==> config.mk <==
export PLATFORM = sky130hd
export DESIGN_NAME = top_k_select_top
export DESIGN_NICKNAME = d
export VERILOG_FILES = /design/src/tks_pkg.sv /design/src/tks_slot_mem.sv /design/src/tks_min_unit.sv /design/src/tks_seq.sv /design/src/top_k_select_top.sv
export SDC_FILE = /design/constraint.sdc
export NUM_CORES = 1
export LEC_CHECK = 0
export ABC_AREA = 1
export BUFFER_PORTS_ARGS = -buffer_cell sky130_fd_sc_hd__buf_2
export CAP_MARGIN = 20
export CORE_ASPECT_RATIO = 0.5
export CORE_MARGIN = 4
export CORE_UTILIZATION = 50
export CTS_BUF_LIST = sky130_fd_sc_hd__clkbuf_16
export CTS_CLUSTER_DIAMETER = 120
export DETAILED_ROUTE_END_ITERATION = 10
export PLACE_DENSITY = 0.67
export SYNTH_ARGS = -nofsm -noshare
export SYNTH_HDL_FRONTEND = slang
export SYNTH_SLANG_ARGS = --single-unit
==> constraint.sdc <==
create_clock -name clock -period 14.1 [get_ports clock]
set_input_delay 0.705 -clock clock [delete_from_list [all_inputs] [get_ports clock]]
set_output_delay 0.705 -clock clock [all_outputs]
set_load 0.03 [all_outputs]
==> src/tks_pkg.sv <==
`timescale 1ns / 1ps

package tks_pkg;

   // Storage sizing.
   localparam int SLOTS       = 16;
   localparam int LABEL_COUNT = 8192;

   localparam int SCORE_W = 32;
   localparam int LABEL_W = $clog2(LABEL_COUNT);
   localparam int IDX_W   = (SLOTS > 1) ? $clog2(SLOTS) : 1;
   localparam int CNT_W   = $clog2(SLOTS + 1);

   // Configuration register file.
   localparam int K_W    = 5;
   localparam int ADDR_W = 3;
   localparam int DATA_W = 32;
   localparam int REG_W  = ADDR_W - 2;

   localparam logic [REG_W-1:0] REG_K_IN_USE = '0;
   localparam logic [K_W-1:0]   K_RESET      = K_W'(16);

   typedef enum logic [1:0] {
      ST_IDLE,
      ST_SCAN,
      ST_DECIDE,
      ST_EMIT
   } state_type;

   // Operation requested from the shared compare unit.
   typedef struct packed {
      logic load;    // take the slot data as the first minimum candidate
      logic update;  // take the slot data if it is below the running minimum
      logic decide;  // compare the running minimum against the held item
   } min_op_type;

   // Slot memory control from the sequencer.
   typedef struct packed {
      logic               wr_en;
      logic [IDX_W-1:0]   wr_addr;
      logic [SCORE_W-1:0] wr_score;
      logic [LABEL_W-1:0] wr_label;
      logic               rd_en;
      logic [IDX_W-1:0]   rd_addr;
   } mem_ctl_type;

   // A K of zero acts as one, and a K above the slot count acts as the slot count.
   function automatic logic [CNT_W-1:0] effective_k(input logic [K_W-1:0] k);
      logic [CNT_W-1:0] result;
      if (k == '0) begin
         result = CNT_W'(1);
      end else if (int'(k) > SLOTS) begin
         result = CNT_W'(SLOTS);
      end else begin
         result = CNT_W'(k);
      end
      return result;
   endfunction

endpackage

==> src/tks_slot_mem.sv <==
`timescale 1ns / 1ps

// Slot storage: one write port and one read port with registered read data.
module tks_slot_mem (
   input  logic                          clock,
   input  tks_pkg::mem_ctl_type          ctl,
   output logic [tks_pkg::SCORE_W-1:0]   rd_score,
   output logic [tks_pkg::LABEL_W-1:0]   rd_label
);

   logic [tks_pkg::SCORE_W-1:0] slot_score_ff [tks_pkg::SLOTS];
   logic [tks_pkg::LABEL_W-1:0] slot_label_ff [tks_pkg::SLOTS];
   logic [tks_pkg::SCORE_W-1:0] rd_score_ff;
   logic [tks_pkg::LABEL_W-1:0] rd_label_ff;

   always_ff @(posedge clock) begin
      if (ctl.wr_en) begin
         slot_score_ff[ctl.wr_addr] <= ctl.wr_score;
         slot_label_ff[ctl.wr_addr] <= ctl.wr_label;
      end
   end

   always_ff @(posedge clock) begin
      if (ctl.rd_en) begin
         rd_score_ff <= slot_score_ff[ctl.rd_addr];
         rd_label_ff <= slot_label_ff[ctl.rd_addr];
      end
   end

   assign rd_score = rd_score_ff;
   assign rd_label = rd_label_ff;

endmodule

==> src/tks_min_unit.sv <==
`timescale 1ns / 1ps

// Running minimum tracker built around a single magnitude comparator.
module tks_min_unit (
   input  logic                          clock,
   input  tks_pkg::min_op_type           op,
   input  logic [tks_pkg::SCORE_W-1:0]   rd_score,
   input  logic [tks_pkg::IDX_W-1:0]     scan_idx,
   input  logic [tks_pkg::SCORE_W-1:0]   item_score,
   output logic [tks_pkg::IDX_W-1:0]     min_pos,
   output logic                          replace
);

   logic [tks_pkg::SCORE_W-1:0] min_score_ff;
   logic [tks_pkg::SCORE_W-1:0] min_score_in;
   logic [tks_pkg::IDX_W-1:0]   min_pos_ff;
   logic [tks_pkg::IDX_W-1:0]   min_pos_in;
   logic [tks_pkg::SCORE_W-1:0] cmp_a;
   logic [tks_pkg::SCORE_W-1:0] cmp_b;
   logic                        less;

   // During the scan the comparator asks whether the slot is below the minimum;
   // at the decision it asks whether the minimum is below the new score.
   assign cmp_a = op.decide ? min_score_ff : rd_score;
   assign cmp_b = op.decide ? item_score   : min_score_ff;
   assign less  = cmp_a < cmp_b;

   always_comb begin
      min_score_in = min_score_ff;
      min_pos_in   = min_pos_ff;
      if (op.load || (op.update && less)) begin
         min_score_in = rd_score;
         min_pos_in   = scan_idx;
      end
   end

   always_ff @(posedge clock) begin
      min_score_ff <= min_score_in;
      min_pos_ff   <= min_pos_in;
   end

   assign min_pos = min_pos_ff;
   assign replace = op.decide && less;

endmodule

==> src/tks_seq.sv <==
`timescale 1ns / 1ps

// Sequencer: fills free slots directly, otherwise scans for the minimum, then
// decides on replacement, and drains the store on the final item.
module tks_seq (
   input  logic                          clock,
   input  logic                          reset,
   input  logic                          start,
   output logic                          busy,
   input  logic [tks_pkg::SCORE_W-1:0]   req_score,
   input  logic [tks_pkg::LABEL_W-1:0]   req_label,
   input  logic                          req_is_last,
   input  logic [tks_pkg::CNT_W-1:0]     k_eff,
   output tks_pkg::mem_ctl_type          mem_ctl,
   output tks_pkg::min_op_type           min_op,
   output logic [tks_pkg::IDX_W-1:0]     scan_idx,
   output logic [tks_pkg::SCORE_W-1:0]   item_score,
   input  logic [tks_pkg::IDX_W-1:0]     min_pos,
   input  logic                          replace,
   output logic                          rsp_valid,
   output logic                          rsp_last
);

   tks_pkg::state_type          state_ff, state_in;
   logic [tks_pkg::CNT_W-1:0]   filled_ff, filled_in;
   logic [tks_pkg::IDX_W-1:0]   cnt_ff, cnt_in;
   logic [tks_pkg::SCORE_W-1:0] item_score_ff, item_score_in;
   logic [tks_pkg::LABEL_W-1:0] item_label_ff, item_label_in;
   logic                        item_last_ff, item_last_in;
   logic                        rsp_valid_ff, rsp_valid_in;
   logic                        rsp_last_ff, rsp_last_in;
   logic                        at_end;

   assign at_end = (tks_pkg::CNT_W'(cnt_ff) == (filled_ff - tks_pkg::CNT_W'(1)));

   always_ff @(posedge clock) begin
      if (reset) begin
         state_ff     <= tks_pkg::ST_IDLE;
         filled_ff    <= '0;
         cnt_ff       <= '0;
         rsp_valid_ff <= 1'b0;
         rsp_last_ff  <= 1'b0;
      end else begin
         state_ff     <= state_in;
         filled_ff    <= filled_in;
         cnt_ff       <= cnt_in;
         rsp_valid_ff <= rsp_valid_in;
         rsp_last_ff  <= rsp_last_in;
      end
   end

   always_ff @(posedge clock) begin
      item_score_ff <= item_score_in;
      item_label_ff <= item_label_in;
      item_last_ff  <= item_last_in;
   end

   always_comb begin
      state_in         = state_ff;
      filled_in        = filled_ff;
      cnt_in           = cnt_ff;
      item_score_in    = item_score_ff;
      item_label_in    = item_label_ff;
      item_last_in     = item_last_ff;
      rsp_valid_in     = 1'b0;
      rsp_last_in      = 1'b0;
      min_op           = '0;
      mem_ctl          = '0;
      mem_ctl.wr_score = item_score_ff;
      mem_ctl.wr_label = item_label_ff;
      mem_ctl.rd_addr  = cnt_ff + tks_pkg::IDX_W'(1);

      case (state_ff)
         tks_pkg::ST_IDLE: begin
            if (start) begin
               item_score_in = req_score;
               item_label_in = req_label;
               item_last_in  = req_is_last;
               cnt_in        = '0;
               if (filled_ff < k_eff) begin
                  mem_ctl.wr_en    = 1'b1;
                  mem_ctl.wr_addr  = filled_ff[tks_pkg::IDX_W-1:0];
                  mem_ctl.wr_score = req_score;
                  mem_ctl.wr_label = req_label;
                  filled_in        = filled_ff + tks_pkg::CNT_W'(1);
                  if (req_is_last) begin
                     state_in = tks_pkg::ST_EMIT;
                  end
               end else begin
                  mem_ctl.rd_en   = 1'b1;
                  mem_ctl.rd_addr = '0;
                  state_in        = tks_pkg::ST_SCAN;
               end
            end
         end
         tks_pkg::ST_SCAN: begin
            min_op.load   = (cnt_ff == '0);
            min_op.update = (cnt_ff != '0);
            if (at_end) begin
               state_in = tks_pkg::ST_DECIDE;
            end else begin
               mem_ctl.rd_en = 1'b1;
               cnt_in        = cnt_ff + tks_pkg::IDX_W'(1);
            end
         end
         tks_pkg::ST_DECIDE: begin
            min_op.decide = 1'b1;
            if (replace) begin
               mem_ctl.wr_en   = 1'b1;
               mem_ctl.wr_addr = min_pos;
            end
            cnt_in = '0;
            if (item_last_ff) begin
               state_in = tks_pkg::ST_EMIT;
            end else begin
               state_in = tks_pkg::ST_IDLE;
            end
         end
         tks_pkg::ST_EMIT: begin
            mem_ctl.rd_en   = 1'b1;
            mem_ctl.rd_addr = cnt_ff;
            rsp_valid_in    = 1'b1;
            if (at_end) begin
               rsp_last_in = 1'b1;
               filled_in   = '0;
               state_in    = tks_pkg::ST_IDLE;
            end else begin
               cnt_in = cnt_ff + tks_pkg::IDX_W'(1);
            end
         end
         default: begin
            state_in = tks_pkg::ST_IDLE;
         end
      endcase
   end

   assign busy       = (state_ff != tks_pkg::ST_IDLE);
   assign scan_idx   = cnt_ff;
   assign item_score = item_score_ff;
   assign rsp_valid  = rsp_valid_ff;
   assign rsp_last   = rsp_last_ff;

   a_filled_bound: assert property (@(posedge clock) disable iff (reset)
      int'(filled_ff) <= tks_pkg::SLOTS)
      else $error("slot fill count exceeds the slot count");

   a_rsp_from_emit: assert property (@(posedge clock) disable iff (reset)
      rsp_valid_ff |-> $past(state_ff == tks_pkg::ST_EMIT))
      else $error("result beat without a preceding drain read");

   a_last_empties: assert property (@(posedge clock) disable iff (reset)
      (rsp_valid_ff && rsp_last_ff) |-> (filled_ff == '0))
      else $error("store not emptied after the final result beat");

   a_last_ends_burst: assert property (@(posedge clock) disable iff (reset)
      (rsp_valid_ff && rsp_last_ff) |=> !rsp_valid_ff)
      else $error("result beat follows the final beat of a drain");

endmodule

==> src/top_k_select_top.sv <==
`timescale 1ns / 1ps

// An item that fills a free slot is absorbed without leaving idle; once K slots are
// filled an item holds busy while the N filled slots are read, one read per cycle, and
// a decision is made. A final item then drains N result beats. A new item is taken only
// while idle, since the single slot read port and the shared comparator serve the scan.
// The receiver cannot stall beats.
// Reset (synchronous, active high) empties the store and sets K to 16.
module top_k_select_top (
   input  logic                          clock,
   input  logic                          reset,

   // Item channel.
   input  logic                          start,
   output logic                          busy,
   input  logic [tks_pkg::SCORE_W-1:0]   req_score,
   input  logic [tks_pkg::LABEL_W-1:0]   req_label,
   input  logic                          req_is_last,

   // Result channel.
   output logic                          rsp_valid,
   output logic [tks_pkg::LABEL_W-1:0]   rsp_out_label,
   output logic [tks_pkg::SCORE_W-1:0]   rsp_out_score,
   output logic                          rsp_out_last,

   // Configuration port.
   input  logic                          psel,
   input  logic                          penable,
   input  logic                          pwrite,
   input  logic [tks_pkg::ADDR_W-1:0]    paddr,
   input  logic [tks_pkg::DATA_W-1:0]    pwdata,
   output logic [tks_pkg::DATA_W-1:0]    prdata,
   output logic                          pready
);

   logic [tks_pkg::K_W-1:0]     k_ff, k_in;
   logic                        csr_write;
   logic [tks_pkg::REG_W-1:0]   csr_reg;
   logic [tks_pkg::CNT_W-1:0]   k_eff;
   tks_pkg::mem_ctl_type        mem_ctl;
   tks_pkg::min_op_type         min_op;
   logic [tks_pkg::IDX_W-1:0]   scan_idx;
   logic [tks_pkg::SCORE_W-1:0] item_score;
   logic [tks_pkg::IDX_W-1:0]   min_pos;
   logic                        replace;

   // The register file has a single register, K, at byte offset zero. The port
   // never inserts wait states, and writes to unmapped offsets are dropped.
   assign pready    = 1'b1;
   assign csr_reg   = paddr[tks_pkg::ADDR_W-1:2];
   assign csr_write = psel && penable && pwrite && pready;

   always_comb begin
      k_in = k_ff;
      if (csr_write && (csr_reg == tks_pkg::REG_K_IN_USE)) begin
         k_in = pwdata[tks_pkg::K_W-1:0];
      end
   end

   always_ff @(posedge clock) begin
      if (reset) begin
         k_ff <= tks_pkg::K_RESET;
      end else begin
         k_ff <= k_in;
      end
   end

   always_comb begin
      prdata = '0;
      if (csr_reg == tks_pkg::REG_K_IN_USE) begin
         prdata = tks_pkg::DATA_W'(k_ff);
      end
   end

   // The written value is kept as is for read-back; the clamp to a usable K is
   // applied only where the sequencer consumes it.
   assign k_eff = tks_pkg::effective_k(k_ff);

   // The sequencer owns the fill count and steps the slot reads, one per cycle,
   // both for the minimum search and for draining the store.
   tks_seq u_seq (
      .clock       (clock),
      .reset       (reset),
      .start       (start),
      .busy        (busy),
      .req_score   (req_score),
      .req_label   (req_label),
      .req_is_last (req_is_last),
      .k_eff       (k_eff),
      .mem_ctl     (mem_ctl),
      .min_op      (min_op),
      .scan_idx    (scan_idx),
      .item_score  (item_score),
      .min_pos     (min_pos),
      .replace     (replace),
      .rsp_valid   (rsp_valid),
      .rsp_last    (rsp_out_last)
   );

   // Slot storage. Its registered read data doubles as the result payload
   // register during a drain.
   tks_slot_mem u_mem (
      .clock    (clock),
      .ctl      (mem_ctl),
      .rd_score (rsp_out_score),
      .rd_label (rsp_out_label)
   );

   // The shared comparator first tracks the lowest-indexed minimum over the
   // filled slots, then checks whether the held item strictly beats it.
   tks_min_unit u_min (
      .clock      (clock),
      .op         (min_op),
      .rd_score   (rsp_out_score),
      .scan_idx   (scan_idx),
      .item_score (item_score),
      .min_pos    (min_pos),
      .replace    (replace)
   );

endmodule
# Word-level counts from Yosys, hierarchy flattened
# Memories as Yosys holds them, arrays and structs flattened. A register that Yosys moved wholly into a read port is not among the register bits.
# Cells that the tools add are included.
[totals]
memories = 2
mem_bits_ro = 0
out_inout_bits = 81
ramBits = 720
inputBits = 87
reg_bits = 100
latch_bits = 0
word_cells = 83
[op_classes]
mux = 34
reduce_logical = 18
n_div = 0
n_eq_ne = 10
addsub = 3
multipliers = 0
order_cmp = 3
bitwise_logic = 2
n_shift = 0
[memory_table]
columns = ["name", "depth", "word_bits", "rd", "rd_clocked_by_memory_dff", "wr", "line_no", "source"]
rows = [
  ["u_mem.slot_score_ff", 16, 32, 1, 1, 1, "tks_slot_mem.sv:11", "logic [tks_pkg::SCORE_W-1:0] slot_score_ff [tks_pkg::SLOTS];"],
  ["u_mem.slot_label_ff", 16, 13, 1, 1, 1, "tks_slot_mem.sv:12", "logic [tks_pkg::LABEL_W-1:0] slot_label_ff [tks_pkg::SLOTS];"],
]
[ops]
columns = ["operator", "n"]
rows = [
  ["32-bit two-way mux", 2],
  ["55-bit two-way mux", 1],
  ["50-bit two-way mux", 1],
  ["45-bit two-way mux", 1],
  ["5-bit two-way mux", 8],
  ["32-bit < comparator", 1],
  ["5-bit case mux with 2 select lines", 2],
  ["2-bit two-way mux", 7],
  ["4-bit case mux with 3 select lines", 1],
  ["4-bit two-way mux", 2],
  ["2-bit case mux with 4 select lines", 1],
  ["4-bit case mux with 2 select lines", 1],
  ["4-bit AND reduction", 2],
  ["1-bit two-way mux", 6],
  ["2-bit by 1-bit inequality test with 1-bit output (second input constant)", 3],
  ["5-bit by 1-bit adder with 5-bit output (second input constant)", 1],
  ["4-bit by 5-bit equality test with 1-bit output", 1],
  ["5-bit > comparator (second input constant)", 1],
  ["1-bit logical AND", 5],
  ["5-bit zero test", 1],
  ["5-bit < comparator", 1],
  ["5-bit by 1-bit subtractor with 5-bit output (second input constant)", 1],
  ["4-bit by 1-bit adder with 4-bit output (second input constant)", 1],
  ["2-bit equality test (second input constant)", 2],
  ["other kinds (12)", 17],
]

# Depth between registers and ports, before layout
[depth]
depth_word = 9
depth_mapped = 22
mapped_depth_nobuf = 20

# Hierarchy
# Synthesis repeated with hierarchy kept, for this count alone.
[unflattened]
hier_cells = 3615
area_unflattened_um2 = 38534.5
[by_module_without_submodules]
columns = ["mod", "seq_area_each_um2", "area_each_um2", "n_inst", "cells_each"]
rows = [
  ["tks_slot_mem", 22972.0, 32200.9, 1, 2969],
  ["tks_seq", 1641.6, 3313.2, 1, 290],
  ["tks_min_unit", 1081.0, 2497.4, 1, 273],
  ["top_k_select_top", 100.1, 523.0, 1, 83],
]

# Least setup slack after synthesis
# No wires, ideal clock.
[synth_timing]
path_kind = "reg-to-reg"
from = "reg u_seq.state_ff[0]"
to = "mem u_mem.slot_label_ff[0][0] (netlist bit), enable pin"
stages_incl_launch_ff = 17
required_time_ns = 13.652
path_buffers = 2
synth_period_minus_slack_ns = 4.937
path_slack_ns = 9.163
arrival_time_ns = 4.489
setup_time_ns = 0.448
path_cell_list = "dfxtp_1 inv_1 ha_1 clkbuf_1 clkbuf_1 nand2_1 o21ai_0 ha_1 a21oi_1 o21ai_0 o21bai_1 a31oi_1 and2_1 inv_1 o21ai_0 nand2_1 nor2_1"
[synth_via]
elab_chain_len = 9
elab_cells_between_ends = 11
classes_between = "order compare (1); eq/ne (1); mux (7); reduce/logical (2)"
[synth_lines]
columns = ["item", "line_no", "source"]
rows = [
  ["start, declared", "tks_seq.sv:24", "tks_pkg::state_type state_ff, state_in;"],
  ["start signal, assigned", "tks_seq.sv:38", "state_ff <= tks_pkg::ST_IDLE;"],
  ["start signal, assigned", "tks_seq.sv:44", "state_ff <= state_in;"],
  ["2-bit equality test", "tks_seq.sv:73", "case (state_ff)"],
  ["1-bit two-way mux", "tks_seq.sv:73", ""],
  ["32-bit two-way mux (on tied branches)", "tks_min_unit.sv:24, tks_min_unit.sv:25", ""],
  ["32-bit < comparator", "tks_min_unit.sv:26", "assign less = cmp_a < cmp_b;"],
  ["1-bit logical AND", "tks_min_unit.sv:43", "assign replace = op.decide && less;"],
  ["5-bit two-way mux", "tks_seq.sv:108", "if (replace) begin"],
  ["5-bit case mux with 2 select lines (*)", "tks_seq.sv:73", ""],
  ["1-bit two-way mux", "tks_slot_mem.sv:17", "if (ctl.wr_en) begin"],
  ["1-bit two-way mux (not written as such)", "tks_slot_mem.sv:19", "slot_label_ff[ctl.wr_addr] <= ctl.wr_label;"],
  ["end, declared", "tks_slot_mem.sv:12", ""],
]
# Every way passes the cells marked *; elsewhere a longest branch is shown, timed or not.

# Worst setup path in the final report
[layout_timing]
from = "reg u_seq.state_ff[0]"
to = "mem u_mem.slot_score_ff[8][10] (netlist bit), enable pin"
[layout_via]
elab_chain_len = 9
elab_cells_between_ends = 11
classes_between = "order compare (1); eq/ne (1); mux (7); reduce/logical (2)"
[layout_lines]
columns = ["item", "line_no", "source"]
rows = [
  ["2-bit equality test", "tks_seq.sv:73", ""],
  ["1-bit two-way mux", "tks_seq.sv:73", ""],
  ["32-bit two-way mux (on tied branches)", "tks_min_unit.sv:24, tks_min_unit.sv:25", ""],
  ["32-bit < comparator", "tks_min_unit.sv:26", ""],
  ["1-bit logical AND", "tks_min_unit.sv:43", ""],
  ["5-bit two-way mux", "tks_seq.sv:108", ""],
  ["5-bit case mux with 2 select lines (*)", "tks_seq.sv:73", ""],
  ["1-bit two-way mux", "tks_slot_mem.sv:17", ""],
  ["1-bit two-way mux (not written as such)", "tks_slot_mem.sv:18", "slot_score_ff[ctl.wr_addr] <= ctl.wr_score;"],
  ["end, declared", "tks_slot_mem.sv:11", ""],
]
# Marked as above.

==> key figures <==
Synthesis
  • Synthesis-stage register bit count: 865
  • Fraction of registers with async set/reset: 0%
  • EDFF count, synth: 847
  • Synth area leader: edfxtp_1
  • Area contributors post-synth: edfxtp_1 (68%), nand2_1 (14%), nand3_1 (8.5%)
  • Yosys top cell area share: 67.9%
  • Post-Syn Instances: 3452
  • Avg Cell Area, Syn: 10.9 sq um
  • Commonest cells post-synth: nand2_1 (1395), edfxtp_1 (847), nand3_1 (639), buf_2 (106), o21ai_0 (74)
  • Yosys warnings: 0
  • Top-count cell post-synth: nand2_1
  • Post-synthesis cell area: 37500 sq um
  • Synth unique cells: 43
  • Sequential fraction of the synthesis area: 68.8%
  • Post-synth top flop: edfxtp_1

STA
  • RSZ-0062 raised after global routing: no
  • Clk_skew: 31.2 ps
  • Final Max Tran Viols: 0
  • Least-Margin Pin Slew: 1140 ps
  • Final hold vios: 0
  • F_max: 0.156 GHz
  • Crit path time final: 6400 ps
  • Rel. slew slack: 24.2%
  • Setup TNS: 0 ps
  • Final setup viols: 0
  • Fin crit share: 45.4%

Outcome
  • Outcome: completed

Clock network
  • Clock Sinks: 865
  • TritonCTS clock tree: done
  • CTS resizes: 0
  • H-tree Lvls: 3
  • Worst-Skew Late Latency: 650 ps
  • CTS max path bufs: 3
  • Post-CTS Setup Inserts: 0
  • Clock slew at reported path FFs: 60 ps
  • Total CTS buffers: 78
  • Root Driver: clkbuf_16
  • Hold_buf cts: 0

Setup path
  • Startpoint types: flip-flop
  • Worst path arrival time: 6660 ps
  • CP max FO: 34
  • WS Path Type: flip-flop to flip-flop
  • Req. time, crit path: 14360 ps
  • Critical path endpoint category: flip-flop

Place
  • Post-DP HPWL: 48200 microns
  • Port bufs: 110
  • GPL Wtd Cong: 0.808
  • Placed Area: 38800 sq um

Route
  • DR iter-0 viols: 2975
  • Vias per Instance: 5.63
  • DR vias: 25735
  • Drt drc: 0
  • Routed Antenna Nets: 0
  • DRT Pass-1 Iters: 6
  • DRT Wirelength: 96800 microns
  • WL/cell: 21.1 microns

Pwr
  • Pwr dens: 242 nW/um^2
  • Switching pwr: 4.14 mW
  • Internal power: 5.84 mW
  • Sequential share of power: 37.7%
  • Logic pwr share: 41.2%
  • Total design power: 9.98 mW
  • Switching Share: 41.5%
  • Clock share of power: 21.1%
  • Pleak: 16.2 nW
  • VDD IR max: 272 uV

Floorplanning
  • Area of the core: 73700 sq um
  • Die ar.: 79700 sq um
  • Die Y: 202 microns
  • I/O Pins: 168
  • Cell Rows: 70
  • Die X: 395 microns
  • Starting Density: 50.9%

Finish
  • Layout cell share with drive strength beyond 1: 9.25%
  • Reg area: 25800 sq um
  • Area growth syn-to-layout: 10.2%
  • Antenna Cells: 0
  • # fillers: 5974
  • NumNets Final: 3638
  • Multi-input logic area: 10400 sq um
  • Cell area after layout: 41300 sq um

GRT
  • Gr ovfl total: 0
  • Vias in the first global route: 23962
  • First-pass GRT wire length: 145000 microns
  • Initial antenna violation count: 3
  • Gr usage total: 23.8%
  • Largest net degree at the start of global routing: 216

Run
  • MaxCap Viol Count: 0

Min path
  • HP Class: input port to flip-flop
final cells by class:
cell class                      count  share of cell area [%]
Tap cell                         1008                    3.05
Inverter                           76                   0.712
Timing Repair Buffer              184                    2.71
Clock inverter                     59                    1.11
Multi-Input combinational cell   2302                    25.1
Clock buffer                       81                    4.91
Sequential cell                   865                    62.4
power by group through the flow:
| stage | combinational [mW] | clock (mW) | sequential [mW] |
|---|---|---|---|
| final | 4.11 | 2.11 | 3.76 |
| after global routing | 4.56 | 2.25 | 3.79 |
| after CTS | 4.10 | 2.13 | 3.76 |
| after detailed placement | 4.08 | 0 | 3.81 |
| after global placement | 3.99 | 0 | 3.80 |
| after floorplan | 2.79 | 0 | 3.92 |
stage by stage:
stage | cells | utilization [%] | setup WS [ps] | hold slack [ps]
final | 4575 | 56.1 | 7700 | 250
after global routing | 4575 | 56.1 | 7500 | 217
after CTS | 4575 | 56.1 | 7820 | 209
after detailed placement | 4435 | 52.7 | 7860 | 461
after global placement | 4435 | 52.7 | 7940 | 458
after floorplan | 3478 | - | 9160 | 447
cell usage in the layout (no fill, tap or decap), types with 7 or more instances in the layout:
| master | instances |
|---|---|
| nand3_1 | 638 |
| inv_1 | 82 |
| bufinv_16 | 7 |
| buf_4 | 73 |
| ha_1 | 43 |
| inv_2 | 7 |
| nor2_4 | 17 |
| dfxtp_1 | 18 |
| clkinv_1 | 18 |
| a21oi_1 | 30 |
| o21ai_0 | 74 |
| nor2_1 | 24 |
| buf_2 | 110 |
| edfxtp_1 | 847 |
| nand4_1 | 8 |
| clkinv_2 | 15 |
| conb_1 | 28 |
| clkbuf_16 | 81 |
| nand2_1 | 1395 |
layer usage:
layer  track usage (%)  up-vias  wire, microns
li1                  -    11939              -
met1              34.9    12507          42400
met2              36.7     1126          43400
met3              4.64      159           9060
met4              5.88        4           1910
met5                 0        -             21
path summary, 6_finish.rpt:
path         cells after the start  slack (ps)                            from                                    to
max                             18        7700  u_seq.state_ff[0]$_SDFFE_PP0P_  u_mem.slot_score_ff[8][10]$_DFFE_PP_
min reg2reg                      0         480    u_mem.rd_score[21]$_DFFE_PP_      u_min.min_score_ff[21]$_DFFE_PP_
max reg2reg                     18        7700  u_seq.state_ff[0]$_SDFFE_PP0P_  u_mem.slot_score_ff[8][10]$_DFFE_PP_
min                              1         250                    req_score[5]         u_seq.item_score[5]$_DFFE_PP_
registers in the layout, indices dropped and copies added, names as in the netlist:
signal and cells:
u_mem.slot_score_ff 512, u_mem.slot_label_ff 208, u_mem.rd_score 32, u_min.min_score_ff 32, u_seq.item_score 32, u_mem.rd_label 13
u_seq.item_label_ff 13, k_ff 5, u_seq.filled_ff 5, u_min.min_pos 4, u_seq.scan_idx 4, u_seq.state_ff 2
u_seq.item_last_ff 1, u_seq.rsp_last 1, u_seq.rsp_valid 1
worst max-delay path: stages, from the launching register on:
cell and delay (ps):
dfxtp_1 390, inv_1 120, ha_1 200, buf_4 290
inv_1 620, buf_4 410, nand2_1 90, nand2_1 80
ha_1 240, a21oi_1 350, o21ai_0 200, nand2_1 90
o211ai_1 200, a31oi_1 500, nand4_1 150, o21ai_1 220
nand2_1 320, nor2_4 880, buf_4 590
kinds of logic after synthesis:
logic type / after synthesis / share of synthesized area [%]
AOI/OAI and AO/OA: 125 / 1.85
xor gates and xnor gates: 6 / 0.140
adders and majority gates: 44 / 1.47
buffers and inverters: 311 / 4.34
DFF: 865 / 68.8
muxes: 1 / 0.0267
other: 2 / 0.0200
and+or+nand+nor: 2098 / 23.3
Power figures use the tool's default switching activity.
